### config.mk
export PLATFORM = sky130hd
export DESIGN_NAME = dna_two_bit_pack_unpack
export DESIGN_NICKNAME = d
export VERILOG_FILES = /design/src/rtl/core/dtp_pkg.sv /design/src/rtl/core/dtp_front.sv /design/src/rtl/core/dtp_queue.sv /design/src/rtl/core/dtp_back.sv /design/src/rtl/core/dna_two_bit_pack_unpack.sv
export SDC_FILE = /design/constraint.sdc
export NUM_CORES = 1
export LEC_CHECK = 0
export BUFFER_PORTS_ARGS = -buffer_cell sky130_fd_sc_hd__buf_2
export CAP_MARGIN = 20
export CORE_MARGIN = 2
export CORE_UTILIZATION = 40
export DETAILED_ROUTE_END_ITERATION = 8
export PLACE_DENSITY = 0.67
export SLEW_MARGIN = 20
export SYNTH_ARGS = -nofsm -noshare
export SYNTH_HDL_FRONTEND = slang
export SYNTH_HIERARCHICAL = 1
export SYNTH_SLANG_ARGS = --single-unit
### constraint.sdc
create_clock -name clk -period 2.9 [get_ports clk]
set_input_delay 0.58 -clock clk [delete_from_list [all_inputs] [get_ports clk]]
set_output_delay 0.58 -clock clk [all_outputs]
set_load 0.05 [all_outputs]
### src/rtl/core/dtp_pkg.sv
// Package for the two-bit DNA base packer and unpacker.
// Holds the queue entry type, the base code tables and the packing helpers.
// Used by every rtl/core module but dtp_checker; depends on nothing.
package dtp_pkg;

	typedef logic [1:0] code_t;
	typedef logic [1:0] hold_cnt_t;

	// Direction register values.
	localparam logic DIR_PACK   = 1'b0;
	localparam logic DIR_UNPACK = 1'b1;

	// Base codes and their ASCII letters.
	localparam code_t CODE_A = 2'd0;
	localparam code_t CODE_C = 2'd1;
	localparam code_t CODE_T = 2'd2;
	localparam code_t CODE_G = 2'd3;

	localparam logic [7:0] CHAR_A = 8'h41;
	localparam logic [7:0] CHAR_C = 8'h43;
	localparam logic [7:0] CHAR_T = 8'h54;
	localparam logic [7:0] CHAR_G = 8'h47;

	// Three held codes means the next base completes a byte.
	localparam hold_cnt_t HOLD_FULL = 2'd3;

	// Command queue between the front and back parts.
	localparam int Q_DEPTH = 2;
	localparam int Q_PTR_W = (Q_DEPTH > 1) ? $clog2(Q_DEPTH) : 1;
	localparam int Q_CNT_W = $clog2(Q_DEPTH + 1);

	// One queued command. A packed byte is a run of one word with
	// cnt_m1 at zero; an unpack command emits cnt_m1 + 1 characters.
	typedef struct packed {
		logic       is_unpack;
		logic [7:0] data;
		logic [1:0] cnt_m1;
		logic       stream_end;
	} q_entry_t;

	function automatic code_t char_to_code(input logic [7:0] ch);
		code_t c;
		case (ch)
			CHAR_C:  c = CODE_C;
			CHAR_T:  c = CODE_T;
			CHAR_G:  c = CODE_G;
			default: c = CODE_A;
		endcase
		return c;
	endfunction

	function automatic logic [7:0] code_to_char(input code_t c);
		logic [7:0] ch;
		unique case (c)
			CODE_A: ch = CHAR_A;
			CODE_C: ch = CHAR_C;
			CODE_T: ch = CHAR_T;
			CODE_G: ch = CHAR_G;
			default: ch = CHAR_A;
		endcase
		return ch;
	endfunction

	// Tail byte for k held codes (newest in bits 1:0). The newest code lands
	// in bits 7:6 and older codes follow below it; unused low bits are zero.
	function automatic logic [7:0] tail_byte(input logic [5:0] codes, input hold_cnt_t k);
		logic [7:0] b;
		case (k)
			2'd1:    b = {codes[1:0], 6'b0};
			2'd2:    b = {codes[1:0], codes[3:2], 4'b0};
			2'd3:    b = {codes[1:0], codes[3:2], codes[5:4], 2'b0};
			default: b = 8'h00;
		endcase
		return b;
	endfunction

endpackage

### src/rtl/core/dtp_front.sv
// Front part of the base packer: accepts input words and turns them into
// queue commands, packing characters into bytes on the way.
// Depends on dtp_pkg.
module dtp_front import dtp_pkg::*; (
	input  logic       clk,
	input  logic       arst_n,
	input  logic       direction,
	input  logic       item_valid,
	input  logic [7:0] data_in,
	input  logic [2:0] base_count,
	input  logic       stream_end,
	input  logic       q_full,
	output logic       accept,
	output logic       push,
	output q_entry_t   push_entry
);

	logic [5:0] held_codes_q, held_codes_d;
	hold_cnt_t  held_cnt_q, held_cnt_d;
	logic [5:0] codes_n;
	hold_cnt_t  cnt_n;
	code_t      code;

	assign accept = item_valid && !q_full;
	assign code   = char_to_code(data_in);
	assign codes_n = {held_codes_q[3:0], code};
	assign cnt_n   = held_cnt_q + 2'd1;

	always_comb begin
		push         = 1'b0;
		push_entry   = '0;
		held_codes_d = held_codes_q;
		held_cnt_d   = held_cnt_q;
		push_entry.stream_end = stream_end;
		if (accept) begin
			if (direction == DIR_UNPACK) begin
				// Unpack leaves the held codes alone.
				push                 = 1'b1;
				push_entry.is_unpack = 1'b1;
				push_entry.data      = data_in;
				case (base_count)
					3'd0, 3'd1: push_entry.cnt_m1 = 2'd0;
					3'd2:       push_entry.cnt_m1 = 2'd1;
					3'd3:       push_entry.cnt_m1 = 2'd2;
					default:    push_entry.cnt_m1 = 2'd3;
				endcase
			end else if (held_cnt_q == HOLD_FULL) begin
				push            = 1'b1;
				push_entry.data = {held_codes_q, code};
				held_codes_d    = '0;
				held_cnt_d      = '0;
			end else if (stream_end) begin
				push            = 1'b1;
				push_entry.data = tail_byte(codes_n, cnt_n);
				held_codes_d    = '0;
				held_cnt_d      = '0;
			end else begin
				held_codes_d = codes_n;
				held_cnt_d   = cnt_n;
			end
		end
	end

	always_ff @(posedge clk or negedge arst_n) begin
		if (!arst_n) begin
			held_codes_q <= '0;
			held_cnt_q   <= '0;
		end else begin
			held_codes_q <= held_codes_d;
			held_cnt_q   <= held_cnt_d;
		end
	end

endmodule

### src/rtl/core/dtp_queue.sv
// Short command queue between the front and back parts of the base packer.
// Depends on dtp_pkg for the entry type and depth.
module dtp_queue import dtp_pkg::*; (
	input  logic     clk,
	input  logic     arst_n,
	input  logic     push,
	input  q_entry_t push_entry,
	input  logic     pop,
	output logic     full,
	output logic     empty,
	output q_entry_t head
);

	localparam logic [Q_PTR_W-1:0] LAST_SLOT = Q_PTR_W'(Q_DEPTH - 1);
	localparam logic [Q_CNT_W-1:0] DEPTH_CNT = Q_CNT_W'(Q_DEPTH);

	q_entry_t            mem_q [Q_DEPTH];
	logic [Q_PTR_W-1:0]  wr_ptr_q, rd_ptr_q;
	logic [Q_CNT_W-1:0]  cnt_q;
	logic                do_push, do_pop;

	assign full    = (cnt_q == DEPTH_CNT);
	assign empty   = (cnt_q == '0);
	assign do_push = push && !full;
	assign do_pop  = pop && !empty;
	assign head    = mem_q[rd_ptr_q];

	always_ff @(posedge clk) begin
		if (do_push) begin
			mem_q[wr_ptr_q] <= push_entry;
		end
	end

	always_ff @(posedge clk or negedge arst_n) begin
		if (!arst_n) begin
			wr_ptr_q <= '0;
			rd_ptr_q <= '0;
			cnt_q    <= '0;
		end else begin
			if (do_push) begin
				wr_ptr_q <= (wr_ptr_q == LAST_SLOT) ? '0 : wr_ptr_q + 1'b1;
			end
			if (do_pop) begin
				rd_ptr_q <= (rd_ptr_q == LAST_SLOT) ? '0 : rd_ptr_q + 1'b1;
			end
			if (do_push && !do_pop) begin
				cnt_q <= cnt_q + 1'b1;
			end else if (do_pop && !do_push) begin
				cnt_q <= cnt_q - 1'b1;
			end
		end
	end

endmodule

### src/rtl/core/dtp_back.sv
// Back part of the base packer: walks each queued command one output
// word per cycle unless stalled and holds it in an output register.
// Depends on dtp_pkg.
module dtp_back import dtp_pkg::*; (
	input  logic       clk,
	input  logic       arst_n,
	input  logic       q_empty,
	input  q_entry_t   head,
	output logic       pop,
	output logic       result_valid,
	input  logic       result_stall,
	output logic [7:0] data_out,
	output logic       run_last,
	output logic       stream_done
);

	logic       out_valid_q;
	logic [7:0] data_q;
	logic       last_q, done_q;
	logic [1:0] idx_q;
	logic [1:0] pos;
	logic [2:0] shamt;
	code_t      code;
	logic       load, head_last;

	// A full byte reads bases from the top down; a short byte reads them
	// from its lowest used position upward.
	assign pos       = (head.cnt_m1 == 2'd3) ? idx_q : head.cnt_m1 - idx_q;
	assign shamt     = 3'd6 - {pos, 1'b0};
	assign code      = code_t'(head.data >> shamt);
	assign head_last = (idx_q == head.cnt_m1);
	assign load      = !out_valid_q || !result_stall;
	assign pop       = load && !q_empty && head_last;

	always_ff @(posedge clk or negedge arst_n) begin
		if (!arst_n) begin
			out_valid_q <= 1'b0;
			idx_q       <= '0;
		end else if (load) begin
			out_valid_q <= !q_empty;
			if (!q_empty) begin
				idx_q <= head_last ? 2'd0 : idx_q + 2'd1;
			end
		end
	end

	always_ff @(posedge clk) begin
		if (load && !q_empty) begin
			data_q <= head.is_unpack ? code_to_char(code) : head.data;
			last_q <= head_last;
			done_q <= head_last && head.stream_end;
		end
	end

	assign result_valid = out_valid_q;
	assign data_out     = data_q;
	assign run_last     = last_q;
	assign stream_done  = done_q;

endmodule

### src/rtl/core/dna_two_bit_pack_unpack.sv
// Top level of the two-bit DNA base packer and unpacker.
// Instantiates dtp_front, dtp_queue and dtp_back; depends on dtp_pkg.
//
// With direction at 0 the block takes one ASCII base per input word (A, C, T
// and G become codes 0 to 3, anything else becomes 0) and emits a packed byte
// on every fourth base, first base in bits 7:6; a word with stream_end set
// flushes any held bases as a tail byte, newest base in bits 7:6. With
// direction at 1 each input word is a byte plus a base count of 1 to 4, and
// the block emits that many ASCII characters, one per cycle while the output
// is not stalled. Packing takes one input word per cycle while the command
// queue is not full. Unpacking emits 1 to 4 characters per input word (a
// count of 0 acts as 1 and a count above 4 acts as 4); the back part walks
// them while the front keeps accepting words until the two-entry command
// queue is full. A result passes through the command queue into the output
// register if the back part is free. run_last marks the last word caused
// by an input word, and stream_done the last word of the stream. The
// direction register lives at address 0 of the APB port and may only be
// written while idle; changing it does not clear bases held for packing.
module dna_two_bit_pack_unpack import dtp_pkg::*; (
	input  logic        clk,
	input  logic        arst_n,
	// Configuration port.
	input  logic        psel,
	input  logic        penable,
	input  logic        pwrite,
	input  logic [1:0]  paddr,
	input  logic [31:0] pwdata,
	output logic [31:0] prdata,
	output logic        pready,
	// Input channel.
	input  logic        item_valid,
	output logic        item_stall,
	input  logic [7:0]  data_in,
	input  logic [2:0]  base_count,
	input  logic        stream_end,
	// Output channel.
	output logic        result_valid,
	input  logic        result_stall,
	output logic [7:0]  data_out,
	output logic        run_last,
	output logic        stream_done
);

	logic     direction_q;
	logic     cfg_write;
	logic     accept, push, pop, q_full, q_empty;
	q_entry_t push_entry, head;

	// Only one register exists, so every address within the port's range
	// maps to the direction register.
	assign pready    = 1'b1;
	assign cfg_write = psel && penable && pwrite && (paddr[1:0] == 2'b00 || paddr != 2'b00);
	assign prdata    = {31'b0, direction_q};

	always_ff @(posedge clk or negedge arst_n) begin
		if (!arst_n) begin
			direction_q <= DIR_PACK;
		end else if (cfg_write) begin
			direction_q <= pwdata[0];
		end
	end

	// The input is held off only while the command queue is full.
	assign item_stall = q_full;

	dtp_front u_front (
		.clk        (clk),
		.arst_n     (arst_n),
		.direction  (direction_q),
		.item_valid (item_valid),
		.data_in    (data_in),
		.base_count (base_count),
		.stream_end (stream_end),
		.q_full     (q_full),
		.accept     (accept),
		.push       (push),
		.push_entry (push_entry)
	);

	dtp_queue u_queue (
		.clk        (clk),
		.arst_n     (arst_n),
		.push       (push && accept),
		.push_entry (push_entry),
		.pop        (pop),
		.full       (q_full),
		.empty      (q_empty),
		.head       (head)
	);

	dtp_back u_back (
		.clk          (clk),
		.arst_n       (arst_n),
		.q_empty      (q_empty),
		.head         (head),
		.pop          (pop),
		.result_valid (result_valid),
		.result_stall (result_stall),
		.data_out     (data_out),
		.run_last     (run_last),
		.stream_done  (stream_done)
	);

endmodule

==> summary.md, run 1 <==
| Metric | Value |
|---|---|
| RSZ-0062 raised after global routing | `no` |
| Crit path launch type | `flip-flop` |
| DP Cell Count | `332` |
| Setup Fix Bufs, Post-CTS | `0` |
| First-pass GRT wire length | `roughly 7 mm` |
| Seq/Total Area, Yosys | `51.3%` |
| Pwr Density | `around 970 nW/µm²` |
| Vias in the first global route | `approximately 1,500` |
| Top cell type's share of synthesized area | `~37%` |
| Status | `finished, final reports clean` |
| FILL cells | `roughly 630` |
| Yosys reg bits | `50` |
| Clk sinks | `50` |
| F_max | `0.416 GHz` |
| Global-route usage over all layers | `a little under an eighth` |
| Final cell area excluding filler cells | `2950 µm²` |
| Final period util | `between 80% and 90%` |
| Residual DRC | `0` |
| Worst Hold Class | `primary input to async pin` |
| Via-to-Cell Ratio | `~5` |
| Finished Layout Cells | `339` |
| Core area | `between 6000 and 7000 µm²` |
| Row count | `30` |
| Setup TNS | `0 ns` |
| First DRT Iteration DRCs | `41` |
| Die X | `87.2 µm` |
| Post-synthesis cell type count | `49` |
| Max_slew headroom | `approximately 64%` |
| Clock buffer depth | `2` |
| Initial antenna violation count | `0` |
| Grt total ovfl | `0` |
| Setup-failing EPs final | `0` |
| Ant. Diodes | `0` |
| CP required | `between 2 and 3 ns` |
| Max cap viols | `0` |
| Number of enable flip-flop cells after synthesis | `34` |
| Post-DP HPWL | `~3.2 mm` |
| Critical path fanouts, max | `4` |
| Total Wirelength | `about 4.4 mm` |
| Placed cell area | `2870 µm²` |
| Worst-path clk slew | `0.09 ns` |
| Worst-Skew Late Latency | `0.30 ns` |
| Tightest Pin Transition | `about 0.53 ns` |
| Die area | `approximately 7600 µm²` |
| Area leader, netlist | `edfxtp_1` |
| Top cells by area, synth | `edfxtp_1 37%, dfrtp_1 14%, buf_4 9.5%` |
| Initial core utilization | `about two fifths` |
| Final hold vios | `0` |
| Post-synth top flop | `edfxtp_1` |
| Peak supply drop | `0.359 mV` |
| Crit end category | `flip-flop` |
| Root Driver | `clkbuf_8` |
| Nets | `around 320` |
| Critical path class | `flip-flop to flip-flop` |
| I/O pins | `98` |
| Wire length per cell | `between 10 and 15 µm` |
| 1st-pass router iterations | `4` |
| Async SR Flop Fraction | `between 30% and 40%` |
| Num CTS Buffers | `5` |
| PortBufs | `32` |
| Fin util | `between 40 and 50%` |
| Detailed-route via count | `between 1,500 and 2,000` |
| Mapped Cells | `227` |
| CTS Hold Bufs | `0` |
| CTS tree | `built` |
| Routability cong. | `between 0.8 and 0.9` |
| Die H | `~87 µm` |
| Antenna Nets Post-Route | `0` |
| Area Growth Syn to Fin | `6.37%` |
| H-tree depth | `2` |
| Pin count of the biggest net entering global routing | `17` |
| Syn. warnings | `6` |
| Critical Path AT | `~2.5 ns` |
| Clock skew | `around 0.011 ns` |
| Final Critical Period | `2.40 ns` |
| Mapped Area | `2770 µm²` |
| # resized after CTS | `0` |
| Max Slew Vio Count | `0` |
| Layout cells sized above 1 | `a little under a quarter` |
| Syn avg cell area | `between 10 and 15 µm²` |
| Leak | `~0.0013 µW` |
==> cells in the mapped netlist, types with 3 or more instances <==
cell type  instances
inv_1             10
mux2_4            10
nand2b_1           5
mux2i_1            8
a22o_1             9
dfrtp_1           16
ha_1               6
o22ai_1            3
mux2_2             4
edfxtp_1          34
buf_4             35
nor2b_1            5
nor2_1            11
o21ai_0            4
a21oi_1            3
a32o_1             4
nand2_1           14
and3_1             3
xnor2_1            4
==> flip-flops by register name, indices dropped and copies added (netlist names) <==
| signal | flops |
|---|---|
| u_front/held_cnt_q | 2 |
| u_queue/mem_q | 24 |
| u_back/run_last | 1 |
| u_queue/cnt_q | 2 |
| u_back/idx_q | 2 |
| u_front/held_codes_q | 6 |
| u_back/data_out | 8 |
| u_queue/wr_ptr_q | 1 |
| u_back/result_valid | 1 |
| direction_q | 1 |
| u_back/stream_done | 1 |
| u_queue/rd_ptr_q | 1 |
==> report_power, final <==
| part | switching [µW] | internal [µW] |
|---|---|---|
| combinational | 889 | 490 |
| sequential | 104 | 982 |
| clock | 216 | 163 |
| total | 1210 | 1630 |
==> final cells by class <==
class | count | area [µm²] | area share, %
Tap cell | 80 | 100 | 3.40
Inverter | 11 | 41.3 | 1.40
Clock buffer | 6 | 72.6 | 2.46
Sequential cell | 50 | 1420 | 48.2
Multi-Input combinational cell | 157 | 1130 | 38.4
Clock inverter | 1 | 3.75 | 0.127
Timing Repair Buffer | 34 | 175 | 5.94
==> layer usage <==
layer	track usage, %	routed length (µm)	part of all wire (%)
met5	0	0	0
met4	5.87	87	2.0
met3	2.56	227	5.2
met2	19.6	2090	47
met1	14.7	1990	45
==> stage by stage <==
stage / total power [µW] / hold slack [ns] / setup slack [ns]
3_3_place_gp: 2460 / 0.477 / 0.488
3_5_place_dp: 2480 / 0.483 / 0.486
2_1_floorplan: 2280 / 0.284 / 0.407
6_report: 2840 / 0.190 / 0.498
4_1_cts: 2860 / 0.191 / 0.476
5_1_grt: 3010 / 0.210 / 0.378
==> worst max-delay path, cell delays in order, from the launching register on <==
cell and delay, ns:
dfrtp_1 0.40, mux2_4 0.31, inv_1 0.07, ha_1 0.16, mux2i_1 0.27, xor2_2 0.31, mux2_2 0.39, a311o_1 0.27
==> cell families (layout without fill, tap and decap cells) <==
kind of cell / Yosys count / after routing / synth area share (%)
other cells: 2 / 32 / 0.271
buf+inv: 50 / 52 / 11.9
mux: 25 / 25 / 11.6
flops: 50 / 50 / 51.3
xor+xnor: 7 / 7 / 2.48
simple gates: 55 / 55 / 11.1
fa+ha+maj: 6 / 6 / 2.71
compound gates: 32 / 32 / 8.72
==> path summary, 6_finish.rpt <==
kind                                       start                       to  slack, ns  cells after the start
worst max-delay path            u_queue/rd_ptr_q       u_back/data_out[4]       0.50                      7
worst min-delay path                      arst_n  u_front/held_codes_q[4]       0.19                      1
worst max register to register  u_queue/rd_ptr_q       u_back/data_out[4]       0.50                      7
worst min register to register  u_queue/wr_ptr_q         u_queue/wr_ptr_q       0.50                      1
max in group asynchronous                 arst_n          u_back/idx_q[0]       2.43                      1
min in group clk                u_queue/wr_ptr_q         u_queue/wr_ptr_q       0.50                      1
==> layout by cell type (no fill, tap or decap), types with 2 or more instances in the layout <==
| master | Yosys | routed |
|---|---|---|
| edfxtp_1 | 34 | 34 |
| conb_1 | 2 | 32 |
| buf_2 | 2 | 32 |
| dfrtp_1 | 16 | 16 |
| nand2_1 | 14 | 14 |
| nor2_1 | 11 | 11 |
| mux2_4 | 10 | 10 |
| inv_1 | 10 | 10 |
| a22o_1 | 9 | 9 |
| mux2i_1 | 8 | 8 |
| ha_1 | 6 | 6 |
| clkbuf_8 | 0 | 5 |
| nor2b_1 | 5 | 5 |
| nand2b_1 | 5 | 5 |
| mux2_2 | 4 | 4 |
| xnor2_1 | 4 | 4 |
| o21ai_0 | 4 | 4 |
| a32o_1 | 4 | 4 |
| and3_1 | 3 | 3 |
| a21oi_1 | 3 | 3 |
| o22ai_1 | 3 | 3 |
| and2_1 | 2 | 2 |
| nand3_1 | 2 | 2 |
| or2_2 | 2 | 2 |
| and3b_1 | 2 | 2 |
| o21ai_1 | 2 | 2 |
| mux2_1 | 2 | 2 |
| xor2_1 | 2 | 2 |
| buf_4 | 35 | 2 |
No activity file was read; power rests on OpenSTA's default activity.
==> inputs of run 2 (changes only) <==
--- a/config.mk
+++ b/config.mk
@@ -5,12 +5,13 @@
 export SDC_FILE = /design/constraint.sdc
 export NUM_CORES = 1
 export LEC_CHECK = 0
+export ABC_AREA = 1
 export BUFFER_PORTS_ARGS = -buffer_cell sky130_fd_sc_hd__buf_2
 export CAP_MARGIN = 20
 export CORE_MARGIN = 2
 export CORE_UTILIZATION = 40
 export DETAILED_ROUTE_END_ITERATION = 8
-export PLACE_DENSITY = 0.67
+export PLACE_DENSITY = 0.7
 export SLEW_MARGIN = 20
 export SYNTH_ARGS = -nofsm -noshare
 export SYNTH_HDL_FRONTEND = slang
==> constraint.sdc (replaced) <==
create_clock -name clk -period 2.1 [get_ports clk]
set_input_delay 0.42 -clock clk [delete_from_list [all_inputs] [get_ports clk]]
set_output_delay 0.42 -clock clk [all_outputs]
set_load 0.05 [all_outputs]
==> run 2 against run 1 <==
  * Cell area increased by 9.9%
  * Sequential cell count unchanged
  * Clock power increased by 39%
  * Critical endpoint is now u_queue/cnt_q[1]
  * Global-route usage increased by 1.7 points
  * Synthesized cell count increased by 47%
  * Clock skew decreased by 0.0052 ns
  * Highest routed layer unchanged
  * Sequential share of layout area decreased by 4.3 points
==> summary.md, run 2 <==
| Metric | Value |
|---|---|
| Top-count cell post-synth | `nand2_1` |
| Leak | `0.00158 µW (+22%)` |
| Mapped Area | `2860 µm² (+3.3%)` |
| Ant. Diodes | `0 (unchanged)` |
| Critical path class | `flip-flop to flip-flop` |
| CP startpoint | `u_queue/rd_ptr_q` |
| Root Driver | `clkbuf_8` |
| Crit path depth | `15 (+8)` |
| Final worst slack | `0.161 ns (-0.337 ns)` |
| Nets | `438 (+38%)` |
| Syn. warnings | `6 (unchanged)` |
| Most instantiated cells after synthesis | `114 x nand2_1, 35 x buf_4, 34 x edfxtp_1` |
| Async SR Flop Fraction | `32.0% (unchanged)` |
| I/O pins | `98 (unchanged)` |
| CP required | `2.30 ns (-0.66 ns)` |
| Largest stage delay, worst path | `0.43 ns (+0.03 ns)` |
| Largest Register | `u_queue/mem_q` |
| Setup-failing EPs final | `0 (unchanged)` |
| Final cell area excluding filler cells | `3240 µm² (+9.9%)` |
| Pin count of the biggest net entering global routing | `17 (unchanged)` |
| Int Pwr | `2310 µW (+41%)` |
| Worst-path clk slew | `0.09 ns (about the same)` |
| Commonest non-fill, non-tap cell in the layout | `nand2_1` |
| Global-route usage over all layers | `13.6% (+1.7 points)` |
| Sw Share | `46.7% (+4.2 points)` |
| Wire length per cell | `10.5 µm (-19%)` |
| Ordered cell list for the critical path | `inv_2 > nand2_4 > nand2_4 > inv_2 > ha_4 > inv_2 > a21oi_2 > inv_2 > nor2_4 > o21ai_2 > ha_4 > inv_2 > nand3_1 > nand2_1 > nand2_1` |
| CTS tree | `built` |
| Setup WS pre-CTS | `-0.0430 ns (-0.529 ns)` |
| Num CTS Buffers | `5 (unchanged)` |
| Antenna Nets Post-Route | `0 (unchanged)` |
| CTS Hold Bufs | `0 (unchanged)` |
| Area leader, netlist | `edfxtp_1` |
| PortBufs | `32 (unchanged)` |
| First-pass GRT wire length | `8.39 mm (+22%)` |
| Switching pwr | `2030 µW (+68%)` |
| Final period util | `92.3% (+9.5 points)` |
| Initial core utilization | `41.7% (+0.68 points)` |
| Minimum hold slack | `0.0240 ns (-0.166 ns)` |
| Crit end category | `flip-flop` |
| Worst path slowest cell | `dfrtp_1` |
| Fin util | `47.1% (+3.5 points)` |
| Crit path to | `u_queue/cnt_q[1]` |
| Max FFs per register | `24 (unchanged)` |
| Layout cells sized above 1 | `23.9% (about the same)` |
| Syn avg cell area | `8.57 µm² (-30%)` |
| Pwr Density | `1340 nW/µm² (+39%)` |
| Post-synth top flop | `edfxtp_1` |
| Via-to-Cell Ratio | `4.45 (-8.9%)` |
| Gate power share | `53.4% (+4.9 points)` |
| Total Wirelength | `5.00 mm (+14%)` |
| RSZ-0062 raised after global routing | `no` |
| Critical Path AT | `2.14 ns (-0.32 ns)` |
| Clock buffer depth | `2 (unchanged)` |
| Worst Path Buf+Inv | `5 (+4)` |
| Placed cell area | `3110 µm² (+8.5%)` |
| Core area | `6870 µm² (+1.7%)` |
| Final hold vios | `0 (unchanged)` |
| Top cell type's share of synthesized area | `35.7% (-1.2 points)` |
| Row count | `30 (unchanged)` |
| Worst reg2reg endpoint | `u_queue/cnt_q[1]` |
| Detailed-route via count | `2,116 (+28%)` |
| Residual DRC | `0 (unchanged)` |
| Max cap viols | `0 (unchanged)` |
| Reg-to-reg setup timing slack | `0.16 ns (-0.34 ns)` |
| Post-synthesis cell type count | `29 (-41%)` |
| CP delay by family, top | `adder cells` |
| Worst-Skew Late Latency | `0.30 ns (about the same)` |
| Clk sinks | `50 (unchanged)` |
| Final Critical Period | `1.94 ns (-0.463 ns)` |
| Area Growth Syn to Fin | `13.1%` |
| Max Slew Vio Count | `0 (unchanged)` |
| Worst Hold Class | `primary input to async pin` |
| R2r startpoint | `u_queue/rd_ptr_q` |
| Clock skew | `0.00589 ns (-0.00520 ns)` |
| Peak supply drop | `0.406 mV (+13%)` |
| Die X | `88.6 µm (+1.6%)` |
| Most frequent cells in the layout | `112 x nand2_1, 34 x edfxtp_1, 32 x conb_1, 32 x buf_2, 28 x inv_1` |
| Crit path launch type | `flip-flop` |
| Clock power share | `12.1% (-1.2 points)` |
| Vias in the first global route | `1,991 (+35%)` |
| Die area | `7850 µm² (+3.2%)` |
| Reg2Reg Depth | `15 (+8)` |
| First DRT Iteration DRCs | `143 (+250%)` |
| Initial antenna violation count | `0 (unchanged)` |
| Reg power frac | `34.5% (-3.7 points)` |
| Die H | `88.6 µm (+1.6%)` |
| H-tree depth | `2 (unchanged)` |
| CP most frequent cell | `inv_2` |
| Top cells by area, synth | `edfxtp_1 36%, nand2_1 15%, dfrtp_1 14%` |
| Grt total ovfl | `0 (unchanged)` |
| Number of enable flip-flop cells after synthesis | `34 (unchanged)` |
| Status | `finished, final reports clean` |
| Yosys reg bits | `50 (unchanged)` |
| 1st-pass router iterations | `4 (unchanged)` |
| Mapped Cells | `334 (+47%)` |
| Seq/Total Area, Yosys | `49.7% (-1.7 points)` |
| F_max | `0.516 GHz (+24%)` |
| Routability cong. | `0.882 (-1.6%)` |
| Critical path fanouts, max | `4 (unchanged)` |
| Post-DP HPWL | `3.83 mm (+20%)` |
| Setup TNS | `0 ns (unchanged)` |
-- run 2: changes by cell type in the layout (fill, tap and decap cells not counted), moves of 9 or more --
cell and delta:
nand3_1 +23, buf_4 +10, inv_1 +18, a22o_1 -9, nand2_1 +98, inv_2 +9
mux2_4 -10
-- run 2: worst min path at each step --
stage,startpoint,to
floorplan,arst_n,direction_q
global placement,arst_n,u_front/held_codes_q[1]
detailed placement,arst_n,u_front/held_codes_q[1]
CTS,arst_n,u_front/held_codes_q[5]
global route,arst_n,u_front/held_codes_q[2]
finish,arst_n,u_front/held_codes_q[5]
-- run 2: per-layer routing --
metal	GRT usage [%]	share of wire (%)
met5	0	0
met2	24.2	51
met3	3.45	4.2
met1	16.9	45
met4	2.62	0.50
-- run 2: per-stage QoR --
step                      power, µW  std cells
final                          4340        476
after detailed placement       3770        464
after CTS                      4350        476
after global routing           4680        476
after floorplan                3360        364
after global placement         3710        464
-- run 2: cells by family (layout without fill, tap and decap cells) --
logic type / Yosys count / in the layout / synth area share, %
other: 2 / 32 / 0.262
xor gates and xnor gates: 1 / 1 / 0.306
AOI/OAI and AO/OA: 14 / 14 / 2.62
and+or+nand+nor: 185 / 185 / 29.9
adders and majority gates: 6 / 6 / 2.62
DFF: 50 / 50 / 49.7
buffers and inverters: 76 / 92 / 14.6
-- run 2: layout make-up --
| cell class | instances | area (µm²) |
|---|---|---|
| clock inverter | 2 | 8.76 |
| sequential | 50 | 1420 |
| inverter | 39 | 146 |
| tap | 96 | 120 |
| fill | 675 | 3630 |
| timing repair buffer | 45 | 270 |
| multi-input combinational | 238 | 1200 |
| clock buffer | 6 | 72.6 |
-- run 2: repair_timing --
action | CTS | global route
buffers inserted | 4 | 0
pin swaps | 1 | 1
resized for setup | 0 | 2
hold endpoints to repair | 0 | 0
endpoints found under the setup margin | 1 | 1
-- run 2: power groups by stage --
| stage | logic, µW | clock network, µW | registers, µW |
|---|---|---|---|
| 5_1_grt | 2570 | 583 | 1530 |
| 4_1_cts | 2310 | 549 | 1500 |
| 3_5_place_dp | 2250 | 0 | 1520 |
| 3_3_place_gp | 2200 | 0 | 1510 |
| 6_report | 2310 | 526 | 1500 |
| 2_1_floorplan | 1470 | 0 | 1890 |
==> inputs of run 3 (changes only) <==
--- a/config.mk
+++ b/config.mk
@@ -5,7 +5,6 @@
 export SDC_FILE = /design/constraint.sdc
 export NUM_CORES = 1
 export LEC_CHECK = 0
-export ABC_AREA = 1
 export BUFFER_PORTS_ARGS = -buffer_cell sky130_fd_sc_hd__buf_2
 export CAP_MARGIN = 20
 export CORE_MARGIN = 2
==> run 3 against run 2 <==
  * The run now ends with negative setup slack left
  * Power up 2.1%
  * Die area down 3.1%
  * Global-route usage decreased by 0.87 points
  * Cell count is 26% lower
  * First-iteration DRC count decreased by 53%
  * Critical endpoint is now u_back/data_out[4]
  * Highest routed layer unchanged
==> summary.md, run 3 (synthesis gave the netlist of run 1 again) <==
| Metric | Value |
|---|---|
| Status | `finished with violations` |
| Failing checks | `negative setup slack` |
| Sw Share | `40.7% (-6.0 points)` |
| Core area | `6760 µm² (-1.6%)` |
| Pwr Density | `1400 nW/µm² (+4.2%)` |
| Ant. Diodes | `0 (unchanged)` |
| Critical path fanouts, max | `3 (-1)` |
| F_max | `0.445 GHz (-14%)` |
| Initial core utilization | `41.0% (-0.68 points)` |
| Worst-path clk slew | `0.09 ns (about the same)` |
| Area Growth Syn to Fin | `14.5%` |
| Critical Path AT | `2.29 ns (+0.15 ns)` |
| R2r startpoint | `u_queue/rd_ptr_q` |
| Reg power frac | `33.4% (-1.1 points)` |
| Antenna Nets Post-Route | `0 (unchanged)` |
| Layout cells sized above 1 | `34.1% (+10 points)` |
| Die area | `7610 µm² (-3.1%)` |
| Via-to-Cell Ratio | `4.90 (+10%)` |
| Commonest non-fill, non-tap cell in the layout | `edfxtp_1` |
| Num CTS Buffers | `5 (unchanged)` |
| Most frequent cells in the layout | `34 x edfxtp_1, 32 x conb_1, 32 x buf_2` |
| Top Usage Layer GRT | `met2` |
| Peak supply drop | `0.531 mV (+31%)` |
| Row count | `30 (unchanged)` |
| Clock buffer depth | `2 (unchanged)` |
| Grt total ovfl | `0 (unchanged)` |
| Final period util | `107% (+15 points)` |
| Switching pwr | `1800 µW (-11%)` |
| First DRT Iteration DRCs | `67 (-53%)` |
| Total power | `4430 µW (+2.1%)` |
| Final worst slack | `-0.145 ns (-0.307 ns)` |
| Detailed-route via count | `1,728 (-18%)` |
| Wire length per cell | `13.0 µm (+24%)` |
| Setup-failing EPs final | `5 (+5)` |
| Leak | `0.00140 µW (-12%)` |
| Max Slew Vio Count | `0 (unchanged)` |
| Met1 global-route usage | `14.8% (-2.0 points)` |
| Total Wirelength | `4.59 mm (-8.3%)` |
| Int Pwr | `2630 µW (+14%)` |
| Max cap viols | `0 (unchanged)` |
| Residual DRC | `0 (unchanged)` |
| Initial antenna violation count | `0 (unchanged)` |
| Root Driver | `clkbuf_8` |
| CP required | `2.14 ns (-0.16 ns)` |
| Die H | `87.2 µm (-1.6%)` |
| PortBufs | `32 (unchanged)` |
| Routability cong. | `0.858 (-2.7%)` |
| Max FFs per register | `24 (unchanged)` |
| Die X | `87.2 µm (-1.6%)` |
| Gate power share | `53.4% (about the same)` |
| Met3 Resource Use GR | `3.60% (+0.15 points)` |
| Reg2Reg Depth | `7 (-8)` |
| First-pass GRT wire length | `7.36 mm (-12%)` |
| Finished Layout Cells | `353 (-26%)` |
| DP Cell Count | `344 (-26%)` |
| Critical path class | `flip-flop to flip-flop` |
| Crit end category | `flip-flop` |
| H-tree depth | `2 (unchanged)` |
| Global-route usage over all layers | `12.7% (-0.87 points)` |
| Clock power share | `13.2% (+1.1 points)` |
| Vias in the first global route | `1,644 (-17%)` |
| 1st-pass router iterations | `4 (unchanged)` |
| Final Critical Period | `2.25 ns (+0.307 ns)` |
| GR Util met2 | `22.1% (-2.1 points)` |
| I/O pins | `98 (unchanged)` |
| CTS Hold Bufs | `0 (unchanged)` |
| CP startpoint | `u_queue/rd_ptr_q` |
| Crit path to | `u_back/data_out[4]` |
| FILL cells | `629 (-6.8%)` |
| Nets | `331 (-24%)` |
| Largest Register | `u_queue/mem_q` |
| Worst reg2reg endpoint | `u_back/data_out[4]` |
| Crit path launch type | `flip-flop` |
| Reg-to-reg setup timing slack | `-0.15 ns (-0.31 ns)` |
| Clk sinks | `50 (unchanged)` |
| CTS tree | `built` |
| Clock skew | `0.00498 ns (-0.000912 ns)` |
| Worst Hold Class | `primary input to async pin` |
| Worst-Skew Late Latency | `0.29 ns (about the same)` |
| Final hold vios | `0 (unchanged)` |
| RSZ-0062 raised after global routing | `yes` |
| Post-DP HPWL | `3.39 mm (-11%)` |
| Pin count of the biggest net entering global routing | `17 (unchanged)` |
-- run 3: cell types whose count changed in the layout (fill, tap and decap cells not counted), sizes merged, moves of 4 or more --
cell and delta:
inv -28, nand2b +6, mux2i +9, a22o +9, nand2 -107, nor2 -16, mux2 +16, a32o +4
nor2b +5, nand3 -26, nand4 -4
-- run 3: worst min-delay path by stage --
stage,from,to,slack [ns],cells after the start
after floorplan,arst_n,direction_q,0.12,0
after global placement,arst_n,u_front/held_codes_q[4],0.37,1
after detailed placement,arst_n,u_front/held_codes_q[4],0.36,1
after CTS,arst_n,u_front/held_codes_q[3],0.03,1
after global routing,arst_n,u_front/held_codes_q[3],0.04,1
final,arst_n,u_front/held_codes_q[0],0.03,1
-- run 3: final cells by class --
cell class / count / area [µm²] / area share (%)
flip-flops and latches: 50 / 1420 / 44.8
well taps: 80 / 100 / 3.15
clock inverters: 1 / 3.75 / 0.118
multi-input cells: 157 / 1230 / 38.6
repair buffers: 47 / 280 / 8.83
clock buffers: 7 / 96.3 / 3.04
inverters: 11 / 45.0 / 1.42
-- run 3: timing repair --
action,in CTS,in global routing
pin swaps,6,2
setup endpoints to repair,6,6
resized for setup,10,4
buffers inserted,1,0
-- run 3: routing by layer --
| metal | part of all wire [%] | up-vias |
|---|---|---|
| met5 | 0 | - |
| met4 | 1.7 | 0 |
| met3 | 5.8 | 8 |
| met2 | 49 | 64 |
| met1 | 43 | 824 |
| li1 | - | 832 |
-- run 3: critical path: stages, from the launching register on --
cell	delay, ns
dfrtp_1	0.43
mux2_4	0.34
inv_2	0.07
ha_4	0.14
mux2i_4	0.23
xor2_2	0.20
mux2_4	0.32
a311o_1	0.27
-- run 3: per-stage QoR --
step / instance area (µm²) / setup TNS (ns) / hold WS, ns / setup WS [ns] / util (%)
3_3_place_gp: 3010 / -0.438 / 0.369 / -0.146 / 44.5
2_1_floorplan: 2930 / -0.743 / 0.124 / -0.341 / -
3_5_place_dp: 3010 / -0.597 / 0.361 / -0.179 / 44.5
5_1_grt: 3170 / -0.958 / 0.0445 / -0.222 / 47.0
4_1_cts: 3160 / -0.432 / 0.0316 / -0.143 / 46.8
6_report: 3170 / -0.492 / 0.0317 / -0.145 / 47.0
-- run 3: power groups by stage --
stage	sequential (µW)	clock [µW]	combinational (µW)
global route	1500	655	2540
CTS	1480	610	2330
floorplan	1870	0	1360
global placement	1480	0	2180
detailed placement	1500	0	2220
finish	1480	585	2360
